$ cat src/pkfe_pkg.sv
// pkfe_pkg: shared constants, register indexes, op codes and types for the
// packet key field extractor. No dependencies; used by every module in src.
package pkfe_pkg;

    // key and entry geometry
    localparam int KEY_BYTES      = 8;
    localparam int MAX_ENTRIES    = 4;
    localparam int OFFSET_BITS    = 12;
    localparam int NUM_ENTRY_REGS = 4;

    // entry word layout: source, source offset, key offset, size
    localparam int KOFF_W      = 3;
    localparam int SIZE_W      = 4;
    localparam int SRC_BIT     = 0;
    localparam int OFF_LSB     = 1;
    localparam int KOFF_LSB    = OFFSET_BITS + 1;
    localparam int SIZE_LSB    = KOFF_LSB + KOFF_W;
    localparam int ENTRY_W     = SIZE_LSB + SIZE_W;
    localparam int ENTRY_CNT_W = 3;
    localparam int MASK_W      = 64;

    // per-source byte counters saturate at all ones
    localparam int                POS_W   = 13;
    localparam logic [POS_W-1:0]  POS_MAX = {POS_W{1'b1}};

    // widths for the offset arithmetic
    localparam int END_W  = ((OFFSET_BITS > SIZE_W) ? OFFSET_BITS : SIZE_W) + 1;
    localparam int CMP_W  = (END_W > POS_W) ? END_W : POS_W;
    localparam int KIDX_W = ((KOFF_W > SIZE_W) ? KOFF_W : SIZE_W) + 1;

    // stream field widths
    localparam int OP_W   = 2;
    localparam int BYTE_W = 8;
    localparam int KEY_W  = KEY_BYTES * BYTE_W;

    // op codes carried in s_tuser
    localparam logic [OP_W-1:0] OP_PACKET   = 2'd0;
    localparam logic [OP_W-1:0] OP_METADATA = 2'd1;
    localparam logic [OP_W-1:0] OP_END      = 2'd2;

    // configuration register indexes
    localparam int CFG_IDX_W = 3;
    localparam logic [CFG_IDX_W-1:0] REG_CHECK_BOUNDS = 3'd0;
    localparam logic [CFG_IDX_W-1:0] REG_ENTRY_COUNT  = 3'd1;
    localparam logic [CFG_IDX_W-1:0] REG_ENTRY_WORD_0 = 3'd2;
    localparam logic [CFG_IDX_W-1:0] REG_ENTRY_WORD_1 = 3'd3;
    localparam logic [CFG_IDX_W-1:0] REG_ENTRY_WORD_2 = 3'd4;
    localparam logic [CFG_IDX_W-1:0] REG_ENTRY_WORD_3 = 3'd5;
    localparam logic [CFG_IDX_W-1:0] REG_KEY_MASK     = 3'd6;

    // configuration register file contents
    typedef struct packed {
        logic                                     check_bounds;
        logic [ENTRY_CNT_W-1:0]                   entry_count;
        logic [NUM_ENTRY_REGS-1:0][ENTRY_W-1:0]   entry_word;
        logic [MASK_W-1:0]                        key_byte_mask;
    } cfg_t;

    // entry matcher output: key byte write enables and per-source length needs
    typedef struct packed {
        logic [KEY_BYTES-1:0] byte_we;
        logic [CMP_W-1:0]     need_pkt;
        logic [CMP_W-1:0]     need_meta;
    } match_t;

endpackage

$ cat src/packet_key_field_extractor.sv
// packet_key_field_extractor: top level with input register, record state
// and result register. Uses pkfe_pkg, pkfe_cfg_regs and pkfe_entry_match.
//
// Takes one packet, metadata or end-of-record word per clock, except while an
// end-of-record word waits on a stalled result, and for each end-of-record
// word returns one word carrying the masked key and its valid flag.
// Throughput is one word per cycle on both sides while m_tready stays high.
// An accepted end-of-record word passes the input register, waiting there
// while an earlier result is untaken, and then loads the result register.
// Entry matching is combinational, after the input register. A stalled result
// holds the input only once an end-of-record word is in the input register;
// source bytes flow until then. There is no clearing pass after reset.
// Configuration writes are always accepted and must only be issued while no
// record result is pending.
module packet_key_field_extractor (
    input  logic                            aclk,
    input  logic                            aresetn,
    // input stream
    input  logic                            s_tvalid,
    output logic                            s_tready,
    input  logic [pkfe_pkg::BYTE_W-1:0]     s_tdata,   // [7:0] byte_value
    input  logic [pkfe_pkg::OP_W-1:0]       s_tuser,   // [1:0] op
    // result stream
    output logic                            m_tvalid,
    input  logic                            m_tready,
    output logic [pkfe_pkg::KEY_W-1:0]      m_tdata,   // [63:0] key_value
    output logic                            m_tuser,   // [0] key_valid
    // configuration writes
    input  logic                            cfg_valid,
    output logic                            cfg_ready,
    input  logic [pkfe_pkg::CFG_IDX_W-1:0]  cfg_index,
    input  logic [pkfe_pkg::MASK_W-1:0]     cfg_data
);

    pkfe_pkg::cfg_t   cfg;
    pkfe_pkg::match_t match;

    logic                                            in_valid_reg;
    logic [pkfe_pkg::OP_W-1:0]                       in_op_reg;
    logic [pkfe_pkg::BYTE_W-1:0]                     in_byte_reg;
    logic [pkfe_pkg::POS_W-1:0]                      pkt_pos_reg;
    logic [pkfe_pkg::POS_W-1:0]                      pkt_pos_next;
    logic [pkfe_pkg::POS_W-1:0]                      meta_pos_reg;
    logic [pkfe_pkg::POS_W-1:0]                      meta_pos_next;
    logic [pkfe_pkg::KEY_BYTES-1:0][pkfe_pkg::BYTE_W-1:0] key_bytes_reg;
    logic [pkfe_pkg::KEY_BYTES-1:0][pkfe_pkg::BYTE_W-1:0] key_bytes_next;
    logic                                            out_valid_reg;
    logic                                            out_valid_next;
    logic [pkfe_pkg::KEY_W-1:0]                      out_key_reg;
    logic                                            out_flag_reg;

    logic                                            out_free;
    logic                                            is_src;
    logic                                            is_end;
    logic                                            advance;
    logic [pkfe_pkg::POS_W-1:0]                      cur_pos;
    logic                                            rec_valid;
    logic [pkfe_pkg::KEY_W-1:0]                      rec_key;

    pkfe_cfg_regs u_cfg_regs (
        .aclk      (aclk),
        .aresetn   (aresetn),
        .cfg_valid (cfg_valid),
        .cfg_ready (cfg_ready),
        .cfg_index (cfg_index),
        .cfg_data  (cfg_data),
        .cfg       (cfg)
    );

    // word decode and flow control
    assign is_src   = (in_op_reg == pkfe_pkg::OP_PACKET) ||
                      (in_op_reg == pkfe_pkg::OP_METADATA);
    assign is_end   = (in_op_reg == pkfe_pkg::OP_END);
    assign out_free = !out_valid_reg || m_tready;
    assign advance  = in_valid_reg && (!is_end || out_free);
    assign s_tready = !in_valid_reg || advance;

    // position of the source this byte belongs to
    assign cur_pos = in_op_reg[0] ? meta_pos_reg : pkt_pos_reg;

    pkfe_entry_match u_entry_match (
        .cfg    (cfg),
        .src    (in_op_reg[0]),
        .pos    (cur_pos),
        .result (match)
    );

    // length check and masked key for the closing record
    always_comb begin
        rec_valid = !cfg.check_bounds ||
                    ((pkfe_pkg::CMP_W'(pkt_pos_reg) >= match.need_pkt) &&
                     (pkfe_pkg::CMP_W'(meta_pos_reg) >= match.need_meta));
        rec_key = '0;
        for (int j = 0; j < pkfe_pkg::KEY_BYTES; j++) begin
            rec_key[j*pkfe_pkg::BYTE_W +: pkfe_pkg::BYTE_W] = rec_valid ?
                (key_bytes_reg[j] & cfg.key_byte_mask[j*pkfe_pkg::BYTE_W +: pkfe_pkg::BYTE_W])
                : '0;
        end
    end

    // record state update
    always_comb begin
        pkt_pos_next   = pkt_pos_reg;
        meta_pos_next  = meta_pos_reg;
        key_bytes_next = key_bytes_reg;
        if (advance && is_end) begin
            pkt_pos_next   = '0;
            meta_pos_next  = '0;
            key_bytes_next = '0;
        end else if (advance && is_src && (cur_pos != pkfe_pkg::POS_MAX)) begin
            for (int j = 0; j < pkfe_pkg::KEY_BYTES; j++) begin
                if (match.byte_we[j]) key_bytes_next[j] = in_byte_reg;
            end
            if (in_op_reg[0]) meta_pos_next = cur_pos + pkfe_pkg::POS_W'(1);
            else              pkt_pos_next  = cur_pos + pkfe_pkg::POS_W'(1);
        end
    end

    // result valid
    always_comb begin
        out_valid_next = out_valid_reg;
        if (advance && is_end)  out_valid_next = 1'b1;
        else if (m_tready)      out_valid_next = 1'b0;
    end

    // control and record state registers
    always_ff @(posedge aclk) begin
        if (!aresetn) begin
            in_valid_reg  <= 1'b0;
            out_valid_reg <= 1'b0;
            pkt_pos_reg   <= '0;
            meta_pos_reg  <= '0;
            key_bytes_reg <= '0;
        end else begin
            if (s_tready) in_valid_reg <= s_tvalid;
            out_valid_reg <= out_valid_next;
            pkt_pos_reg   <= pkt_pos_next;
            meta_pos_reg  <= meta_pos_next;
            key_bytes_reg <= key_bytes_next;
        end
    end

    // payload registers
    always_ff @(posedge aclk) begin
        if (s_tready && s_tvalid) begin
            in_op_reg   <= s_tuser;
            in_byte_reg <= s_tdata;
        end
        if (advance && is_end) begin
            out_key_reg  <= rec_key;
            out_flag_reg <= rec_valid;
        end
    end

    assign m_tvalid = out_valid_reg;
    assign m_tdata  = out_key_reg;
    assign m_tuser  = out_flag_reg;

    // closing word always produces a result next cycle
    assert property (@(posedge aclk) disable iff (!aresetn)
        advance && is_end |=> out_valid_reg)
        else $error("end word did not load the result register");

    // record state is cleared after each closing word
    assert property (@(posedge aclk) disable iff (!aresetn)
        advance && is_end |=> (pkt_pos_reg == '0) && (meta_pos_reg == '0)
                              && (key_bytes_reg == '0))
        else $error("record state not cleared after end word");

    // a failed record never carries key bits
    assert property (@(posedge aclk) disable iff (!aresetn)
        out_valid_reg && !out_flag_reg |-> out_key_reg == '0)
        else $error("invalid record with nonzero key");

    // a saturated counter stays put until the record closes
    assert property (@(posedge aclk) disable iff (!aresetn)
        (pkt_pos_reg == pkfe_pkg::POS_MAX) && !(advance && is_end)
        |=> pkt_pos_reg == pkfe_pkg::POS_MAX)
        else $error("packet position moved past saturation");

    // a held word is not dropped
    assert property (@(posedge aclk) disable iff (!aresetn)
        in_valid_reg && !advance |=> in_valid_reg && $stable(in_op_reg))
        else $error("stalled input word lost");

endmodule

$ cat src/pkfe_cfg_regs.sv
// pkfe_cfg_regs: configuration register file written over the cfg channel.
// Depends on pkfe_pkg for register indexes and the cfg_t layout.
module pkfe_cfg_regs (
    input  logic                            aclk,
    input  logic                            aresetn,
    input  logic                            cfg_valid,
    output logic                            cfg_ready,
    input  logic [pkfe_pkg::CFG_IDX_W-1:0]  cfg_index,
    input  logic [pkfe_pkg::MASK_W-1:0]     cfg_data,
    output pkfe_pkg::cfg_t                  cfg
);

    pkfe_pkg::cfg_t cfg_reg;
    pkfe_pkg::cfg_t cfg_next;

    // register writes never stall
    assign cfg_ready = 1'b1;
    assign cfg     = cfg_reg;

    // index decode
    always_comb begin
        cfg_next = cfg_reg;
        if (cfg_valid) begin
            unique case (cfg_index)
                pkfe_pkg::REG_CHECK_BOUNDS: cfg_next.check_bounds = cfg_data[0];
                pkfe_pkg::REG_ENTRY_COUNT:
                    cfg_next.entry_count = cfg_data[pkfe_pkg::ENTRY_CNT_W-1:0];
                pkfe_pkg::REG_ENTRY_WORD_0:
                    cfg_next.entry_word[0] = cfg_data[pkfe_pkg::ENTRY_W-1:0];
                pkfe_pkg::REG_ENTRY_WORD_1:
                    cfg_next.entry_word[1] = cfg_data[pkfe_pkg::ENTRY_W-1:0];
                pkfe_pkg::REG_ENTRY_WORD_2:
                    cfg_next.entry_word[2] = cfg_data[pkfe_pkg::ENTRY_W-1:0];
                pkfe_pkg::REG_ENTRY_WORD_3:
                    cfg_next.entry_word[3] = cfg_data[pkfe_pkg::ENTRY_W-1:0];
                pkfe_pkg::REG_KEY_MASK:     cfg_next.key_byte_mask = cfg_data;
                default: ;
            endcase
        end
    end

    // register file, reset to bounds checking on, no entries, all-ones mask
    always_ff @(posedge aclk) begin
        if (!aresetn) begin
            cfg_reg.check_bounds  <= 1'b1;
            cfg_reg.entry_count   <= '0;
            cfg_reg.entry_word    <= '0;
            cfg_reg.key_byte_mask <= '1;
        end else begin
            cfg_reg <= cfg_next;
        end
    end

endmodule

$ cat src/pkfe_entry_match.sv
// pkfe_entry_match: compares one source byte position against all extract
// entries in parallel and computes per-source length needs. Uses pkfe_pkg.
module pkfe_entry_match (
    input  pkfe_pkg::cfg_t                  cfg,
    input  logic                            src,
    input  logic [pkfe_pkg::POS_W-1:0]      pos,
    output pkfe_pkg::match_t                result
);

    always_comb begin
        logic [pkfe_pkg::ENTRY_W-1:0]  w;
        logic                          active;
        logic [pkfe_pkg::CMP_W-1:0]    off_x;
        logic [pkfe_pkg::CMP_W-1:0]    size_x;
        logic [pkfe_pkg::CMP_W-1:0]    end_x;
        logic [pkfe_pkg::CMP_W-1:0]    pos_x;
        logic [pkfe_pkg::CMP_W-1:0]    diff;
        logic                          hit;
        logic [pkfe_pkg::KIDX_W-1:0]   kidx;

        result = '0;
        pos_x  = pkfe_pkg::CMP_W'(pos);
        // enables of all matching entries are ORed together on each key byte
        for (int i = 0; i < pkfe_pkg::MAX_ENTRIES; i++) begin
            w      = cfg.entry_word[i];
            active = cfg.entry_count > pkfe_pkg::ENTRY_CNT_W'(i);
            off_x  = pkfe_pkg::CMP_W'(w[pkfe_pkg::OFF_LSB +: pkfe_pkg::OFFSET_BITS]);
            size_x = pkfe_pkg::CMP_W'(w[pkfe_pkg::SIZE_LSB +: pkfe_pkg::SIZE_W]);
            end_x  = off_x + size_x;
            diff   = pos_x - off_x;
            hit    = active && (w[pkfe_pkg::SRC_BIT] == src) && (pos_x >= off_x)
                     && (diff < size_x);
            kidx   = pkfe_pkg::KIDX_W'(w[pkfe_pkg::KOFF_LSB +: pkfe_pkg::KOFF_W])
                     + pkfe_pkg::KIDX_W'(diff[pkfe_pkg::SIZE_W-1:0]);

            // furthest byte each source must deliver
            if (active) begin
                if (w[pkfe_pkg::SRC_BIT]) begin
                    if (end_x > result.need_meta) result.need_meta = end_x;
                end else begin
                    if (end_x > result.need_pkt) result.need_pkt = end_x;
                end
            end

            // key positions past the key width get no enable
            for (int j = 0; j < pkfe_pkg::KEY_BYTES; j++) begin
                if (hit && (kidx == pkfe_pkg::KIDX_W'(j))) result.byte_we[j] = 1'b1;
            end
        end
    end

endmodule
$ cat config.mk
export PLATFORM = sky130hd
export DESIGN_NAME = packet_key_field_extractor
export DESIGN_NICKNAME = d
export VERILOG_FILES = /design/src/pkfe_pkg.sv /design/src/packet_key_field_extractor.sv /design/src/pkfe_cfg_regs.sv /design/src/pkfe_entry_match.sv
export SDC_FILE = /design/constraint.sdc
export NUM_CORES = 1
export LEC_CHECK = 0
export BUFFER_PORTS_ARGS = -buffer_cell sky130_fd_sc_hd__buf_2
export CORE_MARGIN = 5
export CORE_UTILIZATION = 50
export CTS_BUF_LIST = sky130_fd_sc_hd__clkbuf_4 sky130_fd_sc_hd__clkbuf_8
export DETAILED_ROUTE_END_ITERATION = 7
export PLACE_DENSITY_LB_ADDON = 0.2
export REMOVE_ABC_BUFFERS = 1
export SETUP_SLACK_MARGIN = 0.02
export SYNTH_ARGS = -nofsm -noshare
export SYNTH_HDL_FRONTEND = slang
export SYNTH_SLANG_ARGS = --single-unit
$ cat constraint.sdc
create_clock -name aclk -period 15.1 [get_ports aclk]
set_input_delay 2.265 -clock aclk [delete_from_list [all_inputs] [get_ports aclk]]
set_output_delay 2.265 -clock aclk [all_outputs]
set_load 0.01 [all_outputs]
# == Yosys cells after proc, flatten, opt, wreduce, memory -nomap -nowiden ==
# Index checks and enable logic that the tools add are counted.
# totals
reg_bits,315
# op_classes
addsub,13
order_cmp,21
n_eq_ne,41
n_mux,54
bitwise_logic,10
reduce_logical,84
# op_table
cell,n
two-way mux 13 bit,16
two-way mux 26 bit,4
== test 5 x 3 -> 1 bit (second input constant),16
greater-than comparator 13 bit,6
bitwise AND 8 bit,8
adder 12 x 4 -> 13 bit,4
>= comparator 13 x 12 -> 1 bit,4
less-than comparator 13 x 4 -> 1 bit,4
subtractor 13 x 12 -> 13 bit,4
logical AND 1 bit,50
== test 5 x 2 -> 1 bit (second input constant),8
two-way mux 1 bit,34
AND reduction 2 bit,17
>= comparator 13 bit,2
adder 3 x 4 -> 5 bit,4
== test 5 x 1 -> 1 bit (second input constant),4
logical NOT 5 bit,4
adder 13 x 1 -> 13 bit (second input constant),1
greater-than comparator 13 x 1 -> 1 bit (second input constant),1
!= test 13 bit (second input constant),1
== test 3 bit (second input constant),3
== test 3 x 2 -> 1 bit (second input constant),2
greater-than comparator 3 x 1 -> 1 bit (second input constant),2
greater-than comparator 3 x 2 -> 1 bit (second input constant),2
11 further kinds,22

# == Longest topological paths before layout ==
# depth
depth_word,20
depth_mapped,53
mapped_depth_nobuf,47

# == Hierarchy ==
# A second synthesis with hierarchy kept.
# unflattened
hier_cells,2297
area_unflattened_um2,21092.7
# modules_own_cells
mod,n_inst,cells_per_inst,area_per_inst_um2,seq_area_each_um2
pkfe_entry_match,1,1091,7886.3,0.0
packet_key_field_extractor,1,628,7247.0,4093.9
pkfe_cfg_regs,1,578,5959.5,2962.8

# == Least setup slack after synthesis ==
# No wires, ideal clock.
# synth_path
path_type,flip-flop to flip-flop
startpoint,register u_cfg_regs.cfg_reg (netlist bit u_cfg_regs.cfg[86])
endpoint,register out_key_reg (netlist bit m_tdata[10]) (data pin)
setup_time_ps,255
arrival_time_ps,9441
slack_ps,5404
stages_incl_launch_ff,50
synth_period_minus_slack_ps,9696
path_cell_list,dfxtp_1 > ha_1 > a21o_1 > a21oi_1 > nor2b_1 > o21ai_0 > nor3_1 > xnor2_1 > inv_1 > ha_1 > a2111oi_0 > a21boi_0 > o21ai_0 > clkbuf_1 > mux2_2 > ha_1 > nor2b_1 > o21a_1 > [14 not listed] > a2111oi_0 > o21ai_0 > and4b_1 > clkbuf_1 > buf_1 > mux2i_1 > ha_1 > nor2b_1 > o21a_1 > o21a_1 > o21a_1 > o21ai_0 > nand3b_1 > nand2_1 > a32oi_1 > clkbuf_1 > clkbuf_1 > and3_1
# synth_between
elab_chain_cells,16
elab_cells_between_ends,26
classes_between,1 x add/sub; 8 x order compare; 15 x mux; 2 x reduce/logical
# synth_lines
element,line,text
from (decl),pkfe_cfg_regs.sv:13,pkfe_pkg::cfg_t cfg_reg;
from (signal assigned),pkfe_cfg_regs.sv:50,cfg_reg <= cfg_next;
adder 12 x 4 -> 13 bit (*),pkfe_entry_match.sv:29,end_x = off_x + size_x;
greater-than comparator 13 bit (on tied branches),"pkfe_entry_match.sv:41, pkfe_entry_match.sv:39",
two-way mux 13 bit (on tied branches),"pkfe_entry_match.sv:41, pkfe_entry_match.sv:39",
two-way mux 13 bit,pkfe_entry_match.sv:38,if (w[pkfe_pkg::SRC_BIT]) begin
two-way mux 26 bit (*),pkfe_entry_match.sv:37,if (active) begin
greater-than comparator 13 bit (on tied branches),"pkfe_entry_match.sv:41, pkfe_entry_match.sv:39",
two-way mux 13 bit (on tied branches),"pkfe_entry_match.sv:41, pkfe_entry_match.sv:39",
two-way mux 13 bit,pkfe_entry_match.sv:38,
two-way mux 26 bit (*),pkfe_entry_match.sv:37,
greater-than comparator 13 bit (on tied branches),"pkfe_entry_match.sv:41, pkfe_entry_match.sv:39",
two-way mux 13 bit (on tied branches),"pkfe_entry_match.sv:41, pkfe_entry_match.sv:39",
two-way mux 13 bit,pkfe_entry_match.sv:38,
two-way mux 26 bit (*),pkfe_entry_match.sv:37,
>= comparator 13 bit (on tied branches),"packet_key_field_extractor.sv:91, packet_key_field_extractor.sv:92",
logical AND 1 bit (*),packet_key_field_extractor.sv:91,((pkfe_pkg::CMP_W'(pkt_pos_reg) >= match.need_pkt) &&
logical OR 1 bit (*),packet_key_field_extractor.sv:90,rec_valid = !cfg.check_bounds ||
to (signal assigned),packet_key_field_extractor.sv:150,out_key_reg <= rec_key;
to (decl),packet_key_field_extractor.sv:49,logic [pkfe_pkg::KEY_W-1:0] out_key_reg;
# Every way passes the cells marked *; elsewhere a longest branch is shown, timed or not.
# A chain may end at the register's enable or synchronous reset.

# == Worst setup path after layout ==
# layout_path
startpoint,register u_cfg_regs.cfg_reg (netlist bit u_cfg_regs.cfg[86])
endpoint,register out_key_reg (netlist bit m_tdata[43]) (data pin)
# Same word-level chain as after synthesis.

==> results.rst <==
.. list-table::
   :header-rows: 1

   * - Metric
     - Value
   * - Relative slew slack
     - 25.8%
   * - RSZ-0062 raised after global routing
     - no
   * - Maximum fanout along the worst path
     - 65
   * - Number of max-capacitance violations reported
     - 0
   * - Starting Density
     - 50.7%
   * - Wire length after detailed routing
     - 64600 µm
   * - Share of async-settable or async-resettable flops after synthesis
     - 0%
   * - Final weighted congestion in routability-driven placement
     - 0.987
   * - Worst reg-to-reg setup slack
     - 4310 ps
   * - Worst reg2reg endpoint
     - m_tdata[43]
   * - Pin count of the biggest net entering global routing
     - 100
   * - Fin cells
     - 3099
   * - Worst slack at placement
     - 4510 ps
   * - Met3 routed WL
     - 4860 µm
   * - Detailed Place HPWL
     - 49400 µm
   * - Reported leakage power
     - 10.4 nW
   * - Initial antenna violation count
     - 0
   * - Post-synthesis register bit count
     - 315
   * - DRC violation total after the first TritonRoute iteration
     - 1411
   * - Setup WS post-layout
     - 4310 ps
   * - Number of distinct library cells after synthesis
     - 86
   * - Average footprint of a synthesized cell
     - 8.63 µm²
   * - Uppermost metal layer occupied by signal nets
     - met4
   * - Count of nets after finishing
     - 2815
   * - Post-detailed-route via-to-cell ratio
     - 5.84
   * - Synth warn
     - 0
   * - Minimum period implied by the final worst setup slack
     - 10790 ps
   * - Routed WL per cell
     - 20.9 µm
   * - Setup-violating endpoint count in the final report
     - 0
   * - Met1 routed wirelength after detailed routing
     - 28600 µm
   * - Max Transition Viols Final
     - 0
   * - Hold-critical path depth
     - 2
   * - Worst hold path type
     - reg -> reg
   * - Capturing element type of the critical path
     - flip-flop
   * - Main flop type after synthesis
     - sky130_fd_sc_hd__dfxtp_1
   * - Flip-flop count of the largest register, all copies and words added
     - 148
   * - Sum of overflow across all layers after global routing
     - 0
   * - Final-report hold violation count
     - 0
   * - Number of hold buffers added after CTS
     - 0
   * - N_diodes
     - 0
   * - Number of cells on the worst reg-to-reg path
     - 43
   * - TritonCTS clock tree
     - done
   * - Worst VDD drop
     - 0.0681 mV
   * - Via count of the first global-routing pass
     - 17500
   * - I/O pin cnt
     - 150
   * - Reg2reg start
     - u_cfg_regs.cfg[86]
   * - Setup crit start
     - u_cfg_regs.cfg[86]
   * - H-Tree Depth
     - 2
   * - Outcome
     - finished, final reports clean
   * - Total GRT Usage
     - 27.6%
   * - Part of the cycle the worst path needs
     - 71.5%
   * - Fraction of layout instances using a drive strength above 1
     - 12.5%
   * - Die outline area
     - 0.0456 mm²
   * - Sink count of the clock tree
     - 315
   * - Number of flops mapped to enable cells by yosys
     - 75
   * - Detailed Routing Iterations Pass 1
     - 5
   * - Crit Path Category
     - reg -> reg
   * - Cts repair resizes
     - 0
   * - Final-layout setup total negative slack
     - 0 ps
   * - Die width
     - 214 µm
   * - Number of standard cells after synthesis
     - 2402
   * - Slowest cell delay on critical path
     - 660 ps
   * - Fmax
     - 92.6 MHz
   * - Clk root buf
     - sky130_fd_sc_hd__clkbuf_8
   * - Floorplan row count
     - 74
   * - Cts bufs inserted
     - 51
   * - Filler cells
     - 3767
   * - Post-synthesis to final-layout area growth
     - 11.4%
   * - Number of buffers inserted to repair setup after CTS
     - 0
   * - Beginning of the worst hold path
     - key_bytes_reg[6]
   * - Sink of the worst hold path
     - key_bytes_reg[6]
   * - Required time of the worst setup path
     - 15440 ps
   * - Clock latency of the later-clocked register in the worst-skew pair
     - 620 ps
   * - Via total after detailed routing
     - 18100
   * - Cell area power density
     - 82.5 mW/mm²
   * - Setup crit start kind
     - flip-flop
   * - Share of synthesized area occupied by flip-flops and latches
     - 34.0%
   * - Reg clk slew, reported paths
     - 70 ps
   * - Critical Path Most Common Cell
     - sky130_fd_sc_hd__a21o_1
   * - Antenna Violating Nets Remaining
     - 0
   * - Number of placed instances, taps included
     - 3007
   * - Synthesized cell area
     - 0.0207 mm²
   * - Clock Skew
     - 51.3 ps
   * - Worst endpoint data arrival time
     - 11130 ps
   * - Bufs on Longest Clock Path
     - 3
   * - Slowest cell on the critical path
     - sky130_fd_sc_hd__nand3_1
   * - Die height
     - 214 µm
   * - Area of the core region
     - 0.0409 mm²
   * - Transition time of the tightest slew-check pin
     - 1110 ps
   * - Drt drc
     - 0
   * - I/O Buffers
     - 148
   * - First-pass GRT wire length
     - 98700 µm
   * - Met2 WL
     - 29100 µm
==> critical path, delay by kind of cell, from the launching register on <==
kind | cells | cell delay, ps
and+or+nand+nor | 10 | 2030
AOI/OAI and AO/OA | 21 | 4430
xor gates and xnor gates | 1 | 210
buffers and inverters | 4 | 1030
adders and majority gates | 5 | 1470
muxes | 2 | 880
DFF | 1 | 410
==> area by class of cell <==
class | count | area (µm²) | share of cell area [%]
Inverter | 165 | 619 | 2.68
Clock inverter | 11 | 98.8 | 0.428
Sequential cell | 315 | 7060 | 30.6
Timing Repair Buffer | 167 | 886 | 3.84
Clock buffer | 81 | 1010 | 4.37
Multi-Input combinational cell | 1828 | 12800 | 55.2
Tap cell | 532 | 666 | 2.88
==> worst max path at each step <==
stage	slack, ps	to
floorplan	2970	m_tuser
global placement	4500	m_tdata[34]
detailed placement	4510	m_tdata[55]
CTS	4460	m_tdata[44]
global route	3360	m_tdata[62]
finish	4310	m_tdata[43]
==> per-stage QoR <==
| stage | hold slack [ps] | utilization [%] | power [mW] | cell area [µm²] |
|---|---|---|---|---|
| after floorplan | 430 | - | 1.04 | 20400 |
| after CTS | 457 | 56.4 | 1.92 | 23100 |
| after detailed placement | 447 | 53.7 | 1.13 | 22000 |
| after global placement | 440 | 53.7 | 1.13 | 22000 |
| final | 455 | 56.4 | 1.91 | 23100 |
| after global routing | 479 | 56.4 | 1.98 | 23100 |
==> layer usage <==
metal,up-vias,GRT usage [%]
met4,0,8.66
met5,-,0
met2,624,44.0
met1,8621,38.2
met3,120,5.15
li1,8721,-
==> synth_stat cells, drive strengths merged, types with 26 or more instances <==
| library cell | count | area [µm²] |
|---|---|---|
| o21ai | 55 | 275 |
| nor2 | 126 | 473 |
| dfxtp | 240 | 4800 |
| a21o | 47 | 353 |
| xor2 | 27 | 236 |
| nor3 | 37 | 185 |
| nor2b | 46 | 288 |
| o21a | 26 | 195 |
| inv | 165 | 619 |
| clkbuf | 85 | 319 |
| nand4 | 32 | 200 |
| a21boi | 86 | 646 |
| xnor2 | 52 | 455 |
| nand3 | 107 | 536 |
| a21oi | 82 | 410 |
| and3 | 83 | 519 |
| edfxtp | 75 | 2250 |
| ha | 193 | 2410 |
| nand2 | 426 | 1600 |
| mux2i | 128 | 1280 |
| mux2 | 32 | 364 |
==> cell usage in the layout (no fill, tap or decap), drive strengths merged, types with 37 or more instances in the layout <==
cell type / count
nand2: 426
dfxtp: 240
ha: 193
buf: 167
inv: 166
mux2i: 128
nor2: 126
nand3: 107
a21boi: 86
and3: 83
a21oi: 82
clkbuf: 81
edfxtp: 75
o21ai: 55
xnor2: 52
a21o: 47
nor2b: 46
nor3: 37
==> power by group <==
group	internal (mW)	total, mW	switching, mW
logic	0.0828	0.228	0.145
clock network	0.442	0.790	0.347
registers	0.878	0.888	0.0103
==> cell families (layout without fill, tap and decap cells) <==
family          Yosys count  after routing  share of synthesized area, %
xor+xnor                 81             81                          3.56
mux                     160            160                          7.95
other cells               1              1                        0.0181
compound gates          398            398                          13.8
flops                   315            315                          34.0
fa+ha+maj               205            205                          12.8
simple gates            983            983                          23.0
buf+inv                 259            424                          4.81
(Power assumes the default switching activity.)
